$ cat src/rtl/eeip_pkg.sv
// ----------------------------------------------------------------------------
// eeip_pkg
// types and constants shared by the export entry index parser
// ----------------------------------------------------------------------------
package eeip_pkg;

  localparam int unsigned VersionWidth = 16;
  localparam int unsigned IndexWidth   = 32;
  localparam int unsigned CountWidth   = 3;
  localparam int unsigned SkipWidth    = 3;

  localparam logic [VersionWidth-1:0] VersionSkipMin = 16'd60;
  localparam logic [SkipWidth-1:0]    SkipBytes      = 3'd4;
  localparam logic [CountWidth-1:0]   LastCount      = 3'd4;

  localparam logic [7:0] SignBit  = 8'h80;
  localparam logic [7:0] MoreBit  = 8'h40;
  localparam logic [7:0] FirstMsk = 8'h3f;
  localparam logic [7:0] NextMsk  = 8'h7f;

  // field order within one export entry
  typedef enum logic [2:0] {
    StepClass    = 3'd0,
    StepSuper    = 3'd1,
    StepVerSkip  = 3'd2,
    StepName     = 3'd3,
    StepFixSkip  = 3'd4,
    StepSize     = 3'd5,
    StepOffset   = 3'd6
  } step_e;

  // running state of one compact index
  typedef struct packed {
    logic [CountWidth-1:0] count;
    logic [IndexWidth-1:0] mag;
    logic                  neg;
  } idx_state_t;

endpackage

$ cat src/rtl/eeip_index_dec.sv
// ----------------------------------------------------------------------------
// eeip_index_dec
// one byte step of the compact index decoder
// ----------------------------------------------------------------------------
module eeip_index_dec
  import eeip_pkg::*;
(
  input  logic [7:0]            byte_i,
  input  idx_state_t            state_i,
  output idx_state_t            state_o,
  output logic                  done_o,
  output logic [IndexWidth-1:0] value_o
);

  logic [IndexWidth-1:0] bits7;
  logic [IndexWidth-1:0] mag;
  logic                  neg;

  assign bits7 = {{(IndexWidth-7){1'b0}}, byte_i[6:0] & NextMsk[6:0]};

  always_comb begin
    mag     = state_i.mag;
    neg     = state_i.neg;
    done_o  = 1'b0;
    state_o = state_i;
    if (state_i.count == '0) begin
      neg = |(byte_i & SignBit);
      mag = {{(IndexWidth-8){1'b0}}, byte_i & FirstMsk};
      if ((byte_i & MoreBit) != '0) begin
        state_o.count = 3'd1;
      end else begin
        done_o = 1'b1;
      end
    end else begin
      unique case (state_i.count)
        3'd1:    mag = state_i.mag | (bits7 << 6);
        3'd2:    mag = state_i.mag | (bits7 << 13);
        3'd3:    mag = state_i.mag | (bits7 << 20);
        default: mag = state_i.mag | (bits7 << 27);
      endcase
      // fifth byte always closes the index
      if ((byte_i & SignBit) == '0 || state_i.count >= LastCount) begin
        done_o = 1'b1;
      end else begin
        state_o.count = state_i.count + 3'd1;
      end
    end
    state_o.mag = mag;
    state_o.neg = neg;
    if (done_o) begin
      state_o = '0;
    end
  end

  assign value_o = neg ? (IndexWidth'(0) - mag) : mag;

endmodule

$ cat src/rtl/export_entry_index_parser.sv
// ----------------------------------------------------------------------------
// export_entry_index_parser
// decodes export table entries from a byte stream of compact indices
// ----------------------------------------------------------------------------
// usage:
//   s_axis carries one raw export table byte per item. m_axis carries one
//   item per completed entry: class, name, size, offset and an offset flag.
//   cfg_we_i/cfg_data_i write package_version; at 60 or above an extra
//   4-byte field after the super index is skipped. write it only while idle.
// timing:
//   a byte is registered on acceptance and decoded in the following cycle;
//   an entry's result is registered when its last byte leaves the byte register.
//   one byte per cycle is sustained unless m_axis stalls; the byte register
//   and the result register form a two-stage pipe, the decoder between them.
// reset:
//   rst_ni clears the field sequencer, index accumulator, held fields and
//   package_version; parsing starts at a class index.
// stall:
//   while m_axis_tready is low and a result waits, the decode stage holds
//   and s_axis_tready drops once the byte register is also full.
// ----------------------------------------------------------------------------
module export_entry_index_parser
  import eeip_pkg::*;
(
  input  logic                    clk_i,
  input  logic                    rst_ni,
  input  logic                    cfg_we_i,
  input  logic [VersionWidth-1:0] cfg_data_i,
  input  logic                    s_axis_tvalid,
  output logic                    s_axis_tready,
  input  logic [7:0]              s_axis_tdata,   // [7:0] data_byte
  output logic                    m_axis_tvalid,
  input  logic                    m_axis_tready,
  // [31:0] class_ref, [63:32] name_ref, [95:64] object_size,
  // [127:96] object_offset, [128] offset_present, [135:129] zero
  output logic [135:0]            m_axis_tdata
);

  logic [VersionWidth-1:0] version_q;
  logic                    in_valid_q;
  logic [7:0]              in_byte_q;
  logic                    out_valid_q;
  logic [135:0]            out_data_q;

  step_e                   step_q, step_d;
  idx_state_t              idx_q, idx_d;
  logic [SkipWidth-1:0]    skip_q, skip_d;
  logic [IndexWidth-1:0]   class_q, class_d;
  logic [IndexWidth-1:0]   name_q, name_d;
  logic [IndexWidth-1:0]   size_q, size_d;

  idx_state_t              dec_in, dec_out;
  logic                    dec_done;
  logic [IndexWidth-1:0]   dec_value;
  logic                    advance;
  logic                    emit;
  logic [IndexWidth-1:0]   emit_offset;
  logic                    emit_present;
  logic                    is_index_step;

  assign advance       = in_valid_q && (!out_valid_q || m_axis_tready);
  assign s_axis_tready = !in_valid_q || advance;
  assign m_axis_tvalid = out_valid_q;
  assign m_axis_tdata  = out_data_q;

  assign is_index_step = (step_q != StepVerSkip) && (step_q != StepFixSkip);
  // an unused step code restarts with a fresh index
  assign dec_in = (step_q > StepOffset) ? '0 : idx_q;

  eeip_index_dec u_dec (
    .byte_i  (in_byte_q),
    .state_i (dec_in),
    .state_o (dec_out),
    .done_o  (dec_done),
    .value_o (dec_value)
  );

  always_comb begin
    step_d       = step_q;
    idx_d        = is_index_step ? dec_out : idx_q;
    skip_d       = skip_q;
    class_d      = class_q;
    name_d       = name_q;
    size_d       = size_q;
    emit         = 1'b0;
    emit_offset  = '0;
    emit_present = 1'b0;
    unique case (step_q)
      StepSuper: begin
        if (dec_done) begin
          if (version_q >= VersionSkipMin) begin
            step_d = StepVerSkip;
            skip_d = SkipBytes;
          end else begin
            step_d = StepName;
          end
        end
      end
      StepVerSkip, StepFixSkip: begin
        if (skip_q > 3'd1) begin
          skip_d = skip_q - 3'd1;
        end else begin
          skip_d = '0;
          step_d = (step_q == StepVerSkip) ? StepName : StepSize;
        end
      end
      StepName: begin
        if (dec_done) begin
          name_d = dec_value;
          step_d = StepFixSkip;
          skip_d = SkipBytes;
        end
      end
      StepSize: begin
        if (dec_done) begin
          size_d = dec_value;
          if (dec_value != '0 && !dec_value[IndexWidth-1]) begin
            step_d = StepOffset;
          end else begin
            emit   = 1'b1;
            step_d = StepClass;
          end
        end
      end
      StepOffset: begin
        if (dec_done) begin
          emit         = 1'b1;
          emit_offset  = dec_value;
          emit_present = 1'b1;
          step_d       = StepClass;
        end
      end
      default: begin
        // class index, also taken for unused step codes
        step_d = StepClass;
        if (dec_done) begin
          class_d = dec_value;
          step_d  = StepSuper;
        end
      end
    endcase
  end

  always_ff @(posedge clk_i or negedge rst_ni) begin
    if (!rst_ni) begin
      version_q   <= '0;
      in_valid_q  <= 1'b0;
      out_valid_q <= 1'b0;
      step_q      <= StepClass;
      idx_q       <= '0;
      skip_q      <= '0;
      class_q     <= '0;
      name_q      <= '0;
      size_q      <= '0;
    end else begin
      if (cfg_we_i) begin
        version_q <= cfg_data_i;
      end
      if (s_axis_tready) begin
        in_valid_q <= s_axis_tvalid;
      end
      if (advance) begin
        out_valid_q <= emit;
        step_q      <= step_d;
        idx_q       <= idx_d;
        skip_q      <= skip_d;
        class_q     <= class_d;
        name_q      <= name_d;
        size_q      <= size_d;
      end else if (m_axis_tready) begin
        out_valid_q <= 1'b0;
      end
    end
  end

  always_ff @(posedge clk_i) begin
    if (s_axis_tready && s_axis_tvalid) begin
      in_byte_q <= s_axis_tdata;
    end
    if (advance && emit) begin
      out_data_q <= {7'd0, emit_present, emit_offset, size_d, name_q, class_q};
    end
  end

endmodule

$ cat config.mk
export PLATFORM = sky130hd
export DESIGN_NAME = export_entry_index_parser
export DESIGN_NICKNAME = d
export VERILOG_FILES = /design/src/rtl/eeip_pkg.sv /design/src/rtl/eeip_index_dec.sv /design/src/rtl/export_entry_index_parser.sv
export SDC_FILE = /design/constraint.sdc
export NUM_CORES = 1
export LEC_CHECK = 0
export ABC_AREA = 1
export BUFFER_PORTS_ARGS = -buffer_cell sky130_fd_sc_hd__buf_2
export CAP_MARGIN = 0
export CORE_ASPECT_RATIO = 1.25
export CORE_UTILIZATION = 45
export DETAILED_ROUTE_END_ITERATION = 7
export GPL_TIMING_DRIVEN = 0
export PLACE_DENSITY = 0.69
export SYNTH_ARGS = -nofsm -noshare
export SYNTH_HDL_FRONTEND = slang
export SYNTH_SLANG_ARGS = --single-unit
$ cat constraint.sdc
create_clock -name clk_i -period 14.57 [get_ports clk_i]
set_clock_uncertainty 0.1 [all_clocks]
set_input_delay 3.6425 -clock clk_i [delete_from_list [all_inputs] [get_ports clk_i]]
set_output_delay 3.6425 -clock clk_i [all_outputs]
set_load 0.02 [all_outputs]
==> out/results.ini <==
[synth]
synthFlopType = dfrtp_1
synth_edf_count = 137
synth-compound-area-share = 0.09446
ys_types = 38
yosysWarnings = 0
yosys.area_share.simple = 0.1956
muxShareOfSynthArea = 0.008949
synth_top_family_by_area = simple AND/OR/NAND/NOR gates
synth_adder_area_share = 0.003977
syn_inst = 1332
ys_ff_latch = 291
ys_seq_area_frac = 0.6332
synth-xor-area-share = 0.002088
syn-cell-area_sq_um = 12580
synth_area_per_cell_sq_um = 9.447
synth-async-reset-ratio = 0.5292

[critical_path]
rr_startpoint = step_q[2]$_DFFE_PN0P_
slowest_stage = buf_2
cpMostUsedCell = buf_2
slowest_delay_ns = 0.18
crit_chain = buf_2, inv_1, nand3_1, buf_2
cp.required_ns = 10.83
start_kind = input port
critPathArrivalTime_ns = 4.06
worstSetupPathType = input port to primary output
critPathCaptureType = primary output
critPathMaxFanout = 3
crit_start = m_axis_tready

[sta]
fin_tns_setup_ns = 0
setup_ws_ns = 6.763
fmax_mhz = 128.1
tightestPinTransition_ns = 0.6188
rsz0062_at_grt = no
hold_viol = 0
fin_crit_ns = 7.807
fin_hold_ws_ns = 0.3470
maxSlewHeadroom = 0.5831
maxSlewViolCount = 0
finalCritPeriodShare = 0.5358
setup_viol = 0

[global_routing]
overflow = 0
grt_start_max_net_pins = 108
grt_pass1_vias = 9379
grt_usage = 0.2227
grt_pass1_wl_mm = 49.55
antenna_found_initial = 0

[floorplanning]
core_sq_um = 27570
start_util = 0.4565
fp-row-count = 68
dieArea_sq_um = 28640
dieHeight_microns = 189.0
top_level_ports = 167
die_x_microns = 151.6

[route]
drc = 0
drt_first_pass_iters = 5
vias = 9904
via_per_inst = 5.218
wl_per_cell_microns = 16.61
drt-initial-drc-count = 681
ant_nets = 0
wl_mm = 31.53

[clocking]
clk_pin_slew_ns = 0.07
numCtsBuffers = 28
numClockSinks = 291
postCtsSetupRepairBufs = 0
hold_buffers = 0
worstSkewPairLatency_ns = 0.55
cts_tree = built
clockBufferDepth = 3
cts_repair_resize_count = 0
cts_root_buf = clkbuf_16
htreeDepth = 1

[power_and_ir_drop]
p_leak_uw = 0.006996
power_density_nw_per_um2 = 205.4
irDropWorstVdd_mv = 0.08397

[run_status]
status = completed

[job]
max_cap_viol_count = 0

[finish]
area_growth_syn_to_layout_pct = 18.21
num-fill-cells = 2495
instances_no_fill = 1898
regArea_sq_um = 7968
nets = 1559
layout-drive-gt1-share = 0.1634
multi_input_area_sq_um = 3865
mostFrequentLayoutCells = nand2_1 (407), o21ai_0 (219), buf_2 (158), dfrtp_1 (154), edfxtp_1 (137)
n_antenna_cell = 0
final_area_sq_um = 14870
final_common_cell = nand2_1

[place]
port_buffers = 156
hpwl_mm = 22.62
place_ws_ns = 6.765
place_inst = 1846
placed_cell_area_sq_um = 13890
place.gp.congestion = 0.9257

[min_path]
min-delay-start = class_q[2]$_DFFE_PN0P_
hold_class = flop to flop

stage by stage:
step	total power, uW	util
6_report	3055	0.5396
5_1_grt	3254	0.5396
4_1_cts	3059	0.5396
3_5_place_dp	2291	0.5040
3_3_place_gp	2261	0.5015
2_1_floorplan	1925	-
registers in the layout, summed over array words and instances, names as in the netlist:
register and count:
idx_q 36, step_q 3, in_valid_q 1, skip_q 3, class_q 32, size_q 32, name_q 32, m_axis_tdata 129
in_byte_q 8, m_axis_tvalid 1, version_q 14
where the power goes:
| part | leakage, uW | internal [uW] | switching, uW |
|---|---|---|---|
| registers | 0.00325 | 1070 | 84.4 |
| clock network | 0.000477 | 441 | 322 |
| logic | 0.00327 | 303 | 832 |
| total | 0.00700 | 1820 | 1240 |
final timing paths:
path | end | slack, ns | cells past startpoint
max | s_axis_tready | 6.76 | 4
max in group asynchronous | class_q[20]$_DFFE_PN0P_ | 10.60 | 2
min reg2reg | m_axis_tdata[2]$_DFFE_PP_ | 0.35 | 0
min | m_axis_tdata[2]$_DFFE_PP_ | 0.35 | 0
min in group asynchronous | idx_q[34]$_DFFE_PN0P_ | 2.94 | 1
max reg2reg | m_axis_tdata[71]$_DFFE_PP_ | 9.41 | 27
area by class of cell:
class	instances	share of cell area
Sequential cell	291	0.5357
Buffer	62	0.01994
Multi-Input combinational cell	858	0.2598
Timing Repair Buffer	158	0.05686
Clock buffer	33	0.05257
Inverter	127	0.03239
Clock inverter	19	0.01329
Tap cell	350	0.02944
per-layer routing:
| metal | global-route usage | routed length [microns] | vias up |
|---|---|---|---|
| met5 | 0 | 0 | - |
| met4 | 0.07464 | 981 | 0 |
| met3 | 0.02651 | 1839 | 66 |
| met2 | 0.3772 | 15590 | 367 |
| met1 | 0.2951 | 13120 | 4727 |
| li1 | - | - | 4744 |
critical path: cells and delay by family:
family / cells / cell delay (ns)
simple gates: 1 / 0.09
buf+inv: 3 / 0.33
logic make-up (layout without fill, tap and decap cells):
group           Yosys count  count (layout)
compound gates          232             232
flops                   291             291
mux                      10              10
fa+ha+maj                 4               4
other cells               1               7
simple gates            602             602
buf+inv                 189             399
xor+xnor                  3               3
synthesized netlist by cell type (all sizes together), types with 2 or more instances:
library cell | count | area, sq um
buf | 24 | 153.9
nand2 | 414 | 1587
nor3 | 4 | 20.02
o21ai | 224 | 1136
ha | 4 | 50.05
nand3b | 6 | 45.04
inv | 124 | 465.4
edfxtp | 137 | 4114
dfrtp | 154 | 3854
nand4 | 15 | 93.84
xor2 | 3 | 26.28
mux2 | 10 | 112.6
nand3 | 61 | 310.3
nor2 | 97 | 374.1
clkinv | 3 | 11.26
or2 | 2 | 12.51
a21oi | 3 | 15.01
clkbuf | 38 | 142.6
Power figures use the tool's default switching activity.
